## src/sv/mlfq_pkg.sv

```systemverilog
// Shared types and constants for the three-level feedback queue scheduler.
`default_nettype none
package mlfq_pkg;
  localparam int unsigned QuantumW = 10;
  localparam int unsigned WorkW    = 16;
  localparam int unsigned IdW      = 6;
  localparam int unsigned PctW     = 7;
  localparam int unsigned BurstW   = 15;
  localparam int unsigned EvW      = 3;
  localparam int unsigned LvlW     = 2;

  localparam logic [QuantumW-1:0] QuantumReset   = 10'd50;
  localparam logic [QuantumW-1:0] AllotmentReset = 10'd200;

  typedef enum logic [1:0] {
    CMD_ADD      = 2'd0,
    CMD_DISPATCH = 2'd1,
    CMD_BOOST    = 2'd2,
    CMD_NONE     = 2'd3
  } cmd_e;

  typedef enum logic [EvW-1:0] {
    EV_ADDED    = 3'd0,
    EV_REQUEUED = 3'd1,
    EV_DEMOTED  = 3'd2,
    EV_FINISHED = 3'd3,
    EV_IDLE     = 3'd4,
    EV_BOOSTED  = 3'd5,
    EV_BUSY     = 3'd6
  } event_e;

  localparam logic [0:0] CfgQuantum   = 1'b0;
  localparam logic [0:0] CfgAllotment = 1'b1;

  // Divider handshake.
  typedef struct packed {
    logic start;
  } div_req_t;

  typedef struct packed {
    logic done;
  } div_rsp_t;
endpackage
`default_nettype wire

```

## src/sv/mlfq_divider.sv

```systemverilog
// Bit-serial restoring remainder unit: rem = dividend mod divisor.
`default_nettype none
module mlfq_divider (
  input  wire logic                        clk_i,
  input  wire logic                        rst_ni,
  input  wire mlfq_pkg::div_req_t          req_i,
  input  wire logic [mlfq_pkg::BurstW-1:0] dividend_i,
  input  wire logic [mlfq_pkg::WorkW-1:0]  divisor_i,
  output mlfq_pkg::div_rsp_t               rsp_o,
  output logic [mlfq_pkg::WorkW-1:0]       rem_o
);
  import mlfq_pkg::*;

  logic [BurstW-1:0] dvd_q, dvd_d;
  logic [WorkW:0]    rem_q, rem_d;
  logic [3:0]        cnt_q, cnt_d;
  logic              busy_q, busy_d, done_q, done_d;
  logic [WorkW:0]    shifted;
  logic [WorkW:0]    diff;

  // One quotient bit per cycle.
  always_comb begin
    shifted = {rem_q[WorkW-1:0], dvd_q[BurstW-1]};
    diff    = shifted - {1'b0, divisor_i};
    dvd_d   = dvd_q;
    rem_d   = rem_q;
    cnt_d   = cnt_q;
    busy_d  = busy_q;
    done_d  = 1'b0;
    if (req_i.start) begin
      dvd_d  = dividend_i;
      rem_d  = '0;
      cnt_d  = 4'(BurstW - 1);
      busy_d = 1'b1;
    end else if (busy_q) begin
      dvd_d = {dvd_q[BurstW-2:0], 1'b0};
      rem_d = diff[WorkW] ? shifted : diff;
      cnt_d = cnt_q - 4'd1;
      if (cnt_q == '0) begin
        busy_d = 1'b0;
        done_d = 1'b1;
      end
    end
  end

  always_ff @(posedge clk_i or negedge rst_ni) begin
    if (!rst_ni) begin
      busy_q <= 1'b0;
      done_q <= 1'b0;
      cnt_q  <= '0;
    end else begin
      busy_q <= busy_d;
      done_q <= done_d;
      cnt_q  <= cnt_d;
    end
  end

  always_ff @(posedge clk_i) begin
    dvd_q <= dvd_d;
    rem_q <= rem_d;
  end

  assign rsp_o.done = done_q;
  assign rem_o      = rem_q[WorkW-1:0];
endmodule
`default_nettype wire

```

## config.mk

```make
export PLATFORM = sky130hd
export DESIGN_NAME = mlfq_divider
export DESIGN_NICKNAME = d
export VERILOG_FILES = /design/src/sv/mlfq_pkg.sv /design/src/sv/mlfq_divider.sv
export SDC_FILE = /design/constraint.sdc
export NUM_CORES = 1
export LEC_CHECK = 0
export ABC_AREA = 0
export BUFFER_PORTS_ARGS = -buffer_cell sky130_fd_sc_hd__buf_4
export CORE_MARGIN = 2
export CORE_UTILIZATION = 59
export DETAILED_ROUTE_END_ITERATION = 10
export PLACE_DENSITY = 0.82
export SLEW_MARGIN = 5
export SYNTH_ARGS = -nofsm -noshare
export SYNTH_HDL_FRONTEND = slang
export SYNTH_SLANG_ARGS = --single-unit
```

## constraint.sdc

```tcl
create_clock -name clk_i -period 8.7 [get_ports clk_i]
set_input_delay 0.87 -clock clk_i [delete_from_list [all_inputs] [get_ports clk_i]]
set_output_delay 0.87 -clock clk_i [all_outputs]
set_load 0.01 [all_outputs]
```

==> out/qor.txt, run 1 <==
run status -> completed
Worst Slack Setup Final -> 5.23 ns
Worst Path Required -> 8.89 ns
post-CTS sizing -> 0
detailed-route wire length per cell -> 14.2 µm
worst-margin pin slew -> 0.748 ns
drt via density -> 5.71
share of layout cells above drive strength 1 -> 0.256
DR WL met2 -> 2.29 mm
Routed Antenna Nets -> 0
CTS Hold Bufs -> 0
Starting Density -> 0.608
final number of setup-violating endpoints -> 0
PD cells -> 196 mW/mm²
final wirelength -> 4.99 mm
HP Class -> in2async
n_diodes -> 0
Layout area overhead -> 20.5%
slew margin rel. -> 0.500
unrepaired setup endpoints after global routing -> false
Met1 Routed Length -> 2.38 mm
Final Max Slew Viols -> 0
Avg Synthesized Cell Area -> 9.55 µm²
Worst-Skew Late Latency -> 0.28 ns
CP Max Fanout -> 21
Tcrit/Tclk final -> 0.399
Reg-to-Reg End -> rem_q[7]$_SDFFE_PP0P_
maxcap violations -> 0
clk sinks -> 37
root buf cell -> clkbuf_8
Worst setup SP type -> input pin
predominant post-synthesis flop cell -> dfxtp_1
top layer in use -> met4
highest clock rate -> 288 MHz
Worst setup EP type -> flip-flop
Final Skew -> 0.00914 ns
dpl ws -> 4.96 ns
clock transition at the registers of the reported paths -> 0.07 ns
FF-to-FF Start -> rem_q[0]$_SDFFE_PP0P_
io pins -> 51
H-tree depth -> 2
drt first-iter violations -> 103
worst hold slack -> 0.383 ns
Hold Violations, Final -> 0
GPL Wtd Cong -> 0.859
Core ar. -> 0.00394 mm²
fin crit period -> 3.47 ns
TritonCTS clock tree -> done
R2R Setup Slk -> 5.59 ns
clock buffer depth -> 2
largest net degree at the start of global routing -> 30
Mapped Area -> 0.00240 mm²
Synth async-reset ratio -> 0.162
EDFF count, synth -> 15
synth top area cells -> edfxtp_1, dfxtp_1, ha_1
register bit count reported by yosys -> 37
Die W -> 67.7 µm
CP endpoint -> rem_q[7]$_SDFFE_PP0P_
initial antenna violation count -> 0
Tot GR Track Use -> 0.233
Final Net Count -> 352
Post-CTS Setup Repair Bufs -> 0
Remaining DRCs -> 0
LEAKAGE -> 1.34 nW
Synth top area share -> 0.188
HPWL Detailed -> 3.75 mm
Commonest cells post-synth -> nand2_1, inv_1, ha_1, dfxtp_1, nor2_1
WL met3 -> 279 µm
Cells after Synth -> 251
post-route setup TNS -> 0 ns
Setup crit start -> divisor_i[0]
Die ar. -> 0.00459 mm²
Vias -> 2004
Worst R2R Path Depth -> 10
die span in y -> 67.7 µm
critical path class -> in2reg
most area-hungry cell type in the Yosys netlist -> edfxtp_1
Mapped Nets -> 303
Warnings, synthesis -> 0
Row Count -> 23
worst path arrival time -> 3.66 ns
gr ovfl total -> 0
Design Power -> 565 µW
port buffer count -> 50
Seq/Total Area, Yosys -> 0.384
first-pass GRT wire length -> 8.07 mm
number of global-route vias before repair -> 1753
Netlist cell types -> 49
1st-pass router iterations -> 4
Max rail drop VDD -> 0.000104 V
count leader, synth -> nand2_1
Num CTS Buffers -> 5
==> state kept, by name (all words and copies together) (netlist names) <==
signal,count
rem_q,16
cnt_q,4
busy_q,1
rsp_o,1
dvd_q,15
==> layout make-up <==
| class | count | area (µm²) |
|---|---|---|
| repair buffers | 51 | 383 |
| clock buffers | 7 | 76.3 |
| inverters | 21 | 78.8 |
| well taps | 50 | 62.6 |
| flip-flops and latches | 37 | 921 |
| clock inverters | 1 | 5.00 |
| fillers | 293 | 1050 |
| multi-input cells | 184 | 1360 |
==> logic make-up (layout without fill, tap and decap cells) <==
family / count (synthesis) / count (layout) / share of synthesized area
AOI/OAI and AO/OA: 66 / 66 / 0.206
xor gates and xnor gates: 12 / 12 / 0.0470
adders and majority gates: 18 / 18 / 0.0971
buffers and inverters: 30 / 80 / 0.0475
DFF: 37 / 37 / 0.384
muxes: 16 / 16 / 0.0746
and+or+nand+nor: 72 / 72 / 0.144
==> power by group <==
part	leakage, nW	internal, mW	switching [mW]
Clock	0.0422	0.0562	0.0549
Sequential	0.355	0.206	0.0231
Combinational	0.943	0.106	0.119
==> placed cells by master, fill, tap and decap left out, drive strengths merged, types with 4 or more instances in the layout <==
| master | n |
|---|---|
| dfrtp | 6 |
| a21o | 6 |
| a21oi | 15 |
| clkbuf | 7 |
| inv | 21 |
| xnor2 | 8 |
| o21a | 4 |
| nand2b | 9 |
| a211oi | 4 |
| nand2 | 24 |
| xor2 | 4 |
| nor3 | 5 |
| a32oi | 4 |
| o21ai | 11 |
| edfxtp | 15 |
| nor2 | 16 |
| ha | 17 |
| dfxtp | 16 |
| buf | 51 |
| a311oi | 7 |
| nand3 | 4 |
| mux2 | 15 |
==> worst min path at each step <==
stage	startpoint	to	slack, ns	depth (start not counted)
floorplan	cnt_q[3]$_DFFE_PN0P_	cnt_q[3]$_DFFE_PN0P_	0.49	2
global placement	rem_q[2]$_SDFFE_PP0P_	rem_q[2]$_SDFFE_PP0P_	0.51	2
detailed placement	cnt_q[3]$_DFFE_PN0P_	cnt_q[3]$_DFFE_PN0P_	0.51	2
CTS	rst_ni	busy_q$_DFF_PN0_	0.37	1
global route	rst_ni	busy_q$_DFF_PN0_	0.37	1
finish	rst_ni	busy_q$_DFF_PN0_	0.38	1
==> stage by stage <==
step / cell area (µm²) / util / instances
6_report: 2890 / 0.733 / 351
5_1_grt: 2890 / 0.733 / 351
4_1_cts: 2890 / 0.733 / 351
3_5_place_dp: 2810 / 0.712 / 343
3_3_place_gp: 2810 / 0.712 / 343
2_1_floorplan: 2400 / - / 251
==> routing by layer <==
metal,up-vias,global-route usage
met3,2,0.0417
met5,-,0
met4,0,0.0765
met1,939,0.342
met2,51,0.344
li1,1012,-
==> critical path: stages <==
cell,delay [ns]
buf_4,0.11
ha_1,0.20
fa_1,0.38
nand2b_1,0.21
a211oi_2,0.28
o211ai_2,0.18
o41ai_4,0.47
xnor2_1,0.11
buf_4,0.21
or3_1,0.40
a311oi_2,0.24
Note: power is estimated with default switching activity, not from simulation.
==> run 2, diff against run 1 <==
--- a/config.mk
+++ b/config.mk
@@ -8,9 +8,9 @@
 export ABC_AREA = 0
 export BUFFER_PORTS_ARGS = -buffer_cell sky130_fd_sc_hd__buf_4
 export CORE_MARGIN = 2
-export CORE_UTILIZATION = 59
+export CORE_UTILIZATION = 55
 export DETAILED_ROUTE_END_ITERATION = 10
-export PLACE_DENSITY = 0.82
+export PLACE_DENSITY = 0.77
 export SLEW_MARGIN = 5
 export SYNTH_ARGS = -nofsm -noshare
 export SYNTH_HDL_FRONTEND = slang
==> constraint.sdc (replaced) <==
create_clock -name clk_i -period 3.25 [get_ports clk_i]
set_input_delay 0.325 -clock clk_i [delete_from_list [all_inputs] [get_ports clk_i]]
set_output_delay 0.325 -clock clk_i [all_outputs]
set_load 0.01 [all_outputs]
==> run 2 against run 1 <==
Compared with the run above:
- combinational power increased to 2.8 times the previous value
- core utilization shrank 3.9 points
- register-to-register slack worse by 5.3 ns
- global-route usage shrank 1.3 points
- die area up 6.8%
- flip-flop and latch count is the same
- final area is 2.4% higher
- critical path depth decreased by 1
- cell count is 1.7% higher
- largest cell class unchanged
==> out/qor.txt, run 2 (same netlist as run 1, synthesis figures left out) <==
Vias -> 2031 (was 2004)
Starting Density -> 0.562 (was 0.608)
first-pass GRT wire length -> 8.68 mm (was 8.07 mm)
Worst-Skew Late Latency -> 0.28 ns (about the same)
Design Power -> 1.61 mW (was 565 µW)
worst-margin pin slew -> 0.702 ns (was 0.748 ns)
clk sinks -> 37 (unchanged)
die span in y -> 70.0 µm (was 67.7 µm)
gr ovfl total -> 0 (unchanged)
fin crit period -> 3.01 ns
Sw Ratio -> 0.332 (was 0.349)
Core ar. -> 0.00426 mm² (was 0.00394 mm²)
cell total after placement -> 348 (was 343)
Gate power share -> 0.385 (was 0.398)
Routed Antenna Nets -> 0 (unchanged)
n_diodes -> 0 (unchanged)
Final Net Count -> 356 (was 352)
Largest regs -> rem_q x16, dvd_q x15, cnt_q x4 (unchanged)
PD cells -> 546 mW/mm² (was 196 mW/mm²)
drt first-iter violations -> 105 (was 103)
Final Skew -> 0.00744 ns (was 0.00914 ns)
post-route setup TNS -> 0 ns (unchanged)
largest net degree at the start of global routing -> 30 (unchanged)
clock buffer depth -> 2 (unchanged)
CP Max Fanout -> 7 (was 21)
highest clock rate -> 333 MHz
io pins -> 51 (unchanged)
Remaining DRCs -> 0 (unchanged)
HP Class -> in2reg (was in2async)
unrepaired setup endpoints after global routing -> false (unchanged)
commonest non-fill, non-tap cell in the layout -> buf_4 (unchanged)
initial antenna violation count -> 0 (unchanged)
maxcap violations -> 0 (unchanged)
critical path class -> reg2reg (was in2reg)
1st-pass router iterations -> 4 (unchanged)
slew margin rel. -> 0.530 (was 0.500)
Post-CTS Setup Repair Bufs -> 0 (unchanged)
LEAKAGE -> 1.37 nW (was 1.34 nW)
Row Count -> 24 (was 23)
clock power share -> 0.235 (was 0.197)
Layout area overhead -> 23.4% (was 20.5%)
Hold Violations, Final -> 0 (unchanged)
Die ar. -> 0.00490 mm² (was 0.00459 mm²)
final std cells w/o fill -> 357 (was 351)
root buf cell -> clkbuf_8 (unchanged)
Max rail drop VDD -> 0.000278 V (was 0.000104 V)
drt via density -> 5.69 (was 5.71)
worst path arrival time -> 3.20 ns (was 3.66 ns)
Worst setup SP type -> flip-flop (was input pin)
Seq pwr share -> 0.380 (was 0.405)
Tcrit/Tclk final -> 0.925
port buffer count -> 50 (unchanged)
run status -> completed (unchanged)
dpl ws -> 0.0292 ns (was 4.96 ns)
Int Pwr -> 1.08 mW (was 368 µW)
number of global-route vias before repair -> 1861 (was 1753)
Tot GR Track Use -> 0.220 (was 0.233)
share of layout cells above drive strength 1 -> 0.269 (was 0.256)
HPWL Detailed -> 3.88 mm (was 3.75 mm)
Num CTS Buffers -> 5 (unchanged)
final wirelength -> 5.11 mm (was 4.99 mm)
Largest register FFs -> 16 (unchanged)
most frequent cells in the layout -> buf_4, nand2_1, inv_1, ha_1 (unchanged)
Final Max Slew Viols -> 0 (unchanged)
Worst Path Required -> 3.44 ns (was 8.89 ns)
Worst setup EP type -> flip-flop (unchanged)
GPL Wtd Cong -> 0.836 (was 0.859)
TritonCTS clock tree -> done (unchanged)
Die W -> 70.0 µm (was 67.7 µm)
Worst Slack Setup Final -> 0.243 ns (was 5.23 ns)
P_sw -> 535 µW (was 197 µW)
clock transition at the registers of the reported paths -> 0.07 ns (about the same)
final number of setup-violating endpoints -> 0 (unchanged)
H-tree depth -> 2 (unchanged)
Biggest register -> rem_q (unchanged)
detailed-route wire length per cell -> 14.3 µm (was 14.2 µm)
-- run 2: final timing paths --
kind / start / to / slack, ns / depth (start not counted)
worst min-delay path: dividend_i[0] / dvd_q[0]$_SDFFCE_PN0P_ / 0.33 / 2
min in group asynchronous: rst_ni / cnt_q[2]$_DFFE_PN0P_ / 0.39 / 2
worst max-delay path: dvd_q[14]$_DFFE_PP_ / rem_q[7]$_SDFFE_PP0P_ / 0.24 / 10
worst max register to register: dvd_q[14]$_DFFE_PP_ / rem_q[7]$_SDFFE_PP0P_ / 0.24 / 10
worst min register to register: rem_q[5]$_SDFFE_PP0P_ / rem_q[6]$_SDFFE_PP0P_ / 0.52 / 2
max in group asynchronous: rst_ni / cnt_q[0]$_DFFE_PN0P_ / 2.74 / 2
-- run 2: power groups by stage --
stage	clock network [mW]	logic, mW	registers [mW]
floorplan	0	0.401	0.622
global placement	0	0.604	0.618
detailed placement	0	0.612	0.621
CTS	0.386	0.618	0.611
global route	0.403	0.684	0.622
finish	0.379	0.621	0.613
-- run 2: final cells by class --
| type | count | area [µm²] |
|---|---|---|
| Timing Repair Buffer | 55 | 415 |
| Sequential cell | 37 | 921 |
| Multi-Input combinational cell | 184 | 1370 |
| Tap cell | 52 | 65.1 |
| Fill cell | 348 | 1310 |
| Clock inverter | 2 | 35.0 |
| Inverter | 21 | 78.8 |
| Clock buffer | 6 | 72.6 |
-- run 2: stage by stage --
stage | util | hold slack (ns) | cell area [µm²]
final | 0.694 | 0.328 | 2960
after global routing | 0.694 | 0.328 | 2960
after CTS | 0.692 | 0.320 | 2950
after detailed placement | 0.664 | 0.138 | 2830
after global placement | 0.664 | 0.136 | 2830
after floorplan | - | 0.0294 | 2400
-- run 2: critical path, cell delays in order (launching register included) --
cell and delay, ns:
edfxtp_1 0.33, inv_1 0.06, ha_1 0.21, fa_1 0.40, nand2b_1 0.22, a211oi_2 0.29, o211ai_2 0.18, o41ai_4 0.37
xnor2_2 0.19, or3_1 0.42, a311oi_2 0.25
-- run 2: per-layer routing --
layer / GRT usage / share of wire
met2: 0.347 / 0.46
met3: 0.0274 / 0.039
met4: 0.0641 / 0.0070
met5: 0 / 0
met1: 0.319 / 0.49
-- run 2: timing repair --
| action | CTS | global route |
|---|---|---|
| gates resized for setup | 0 | 1 |
| endpoints found under the hold margin | 6 | 0 |
| hold buffers | 1 | 0 |
| setup endpoints to repair | 0 | 8 |
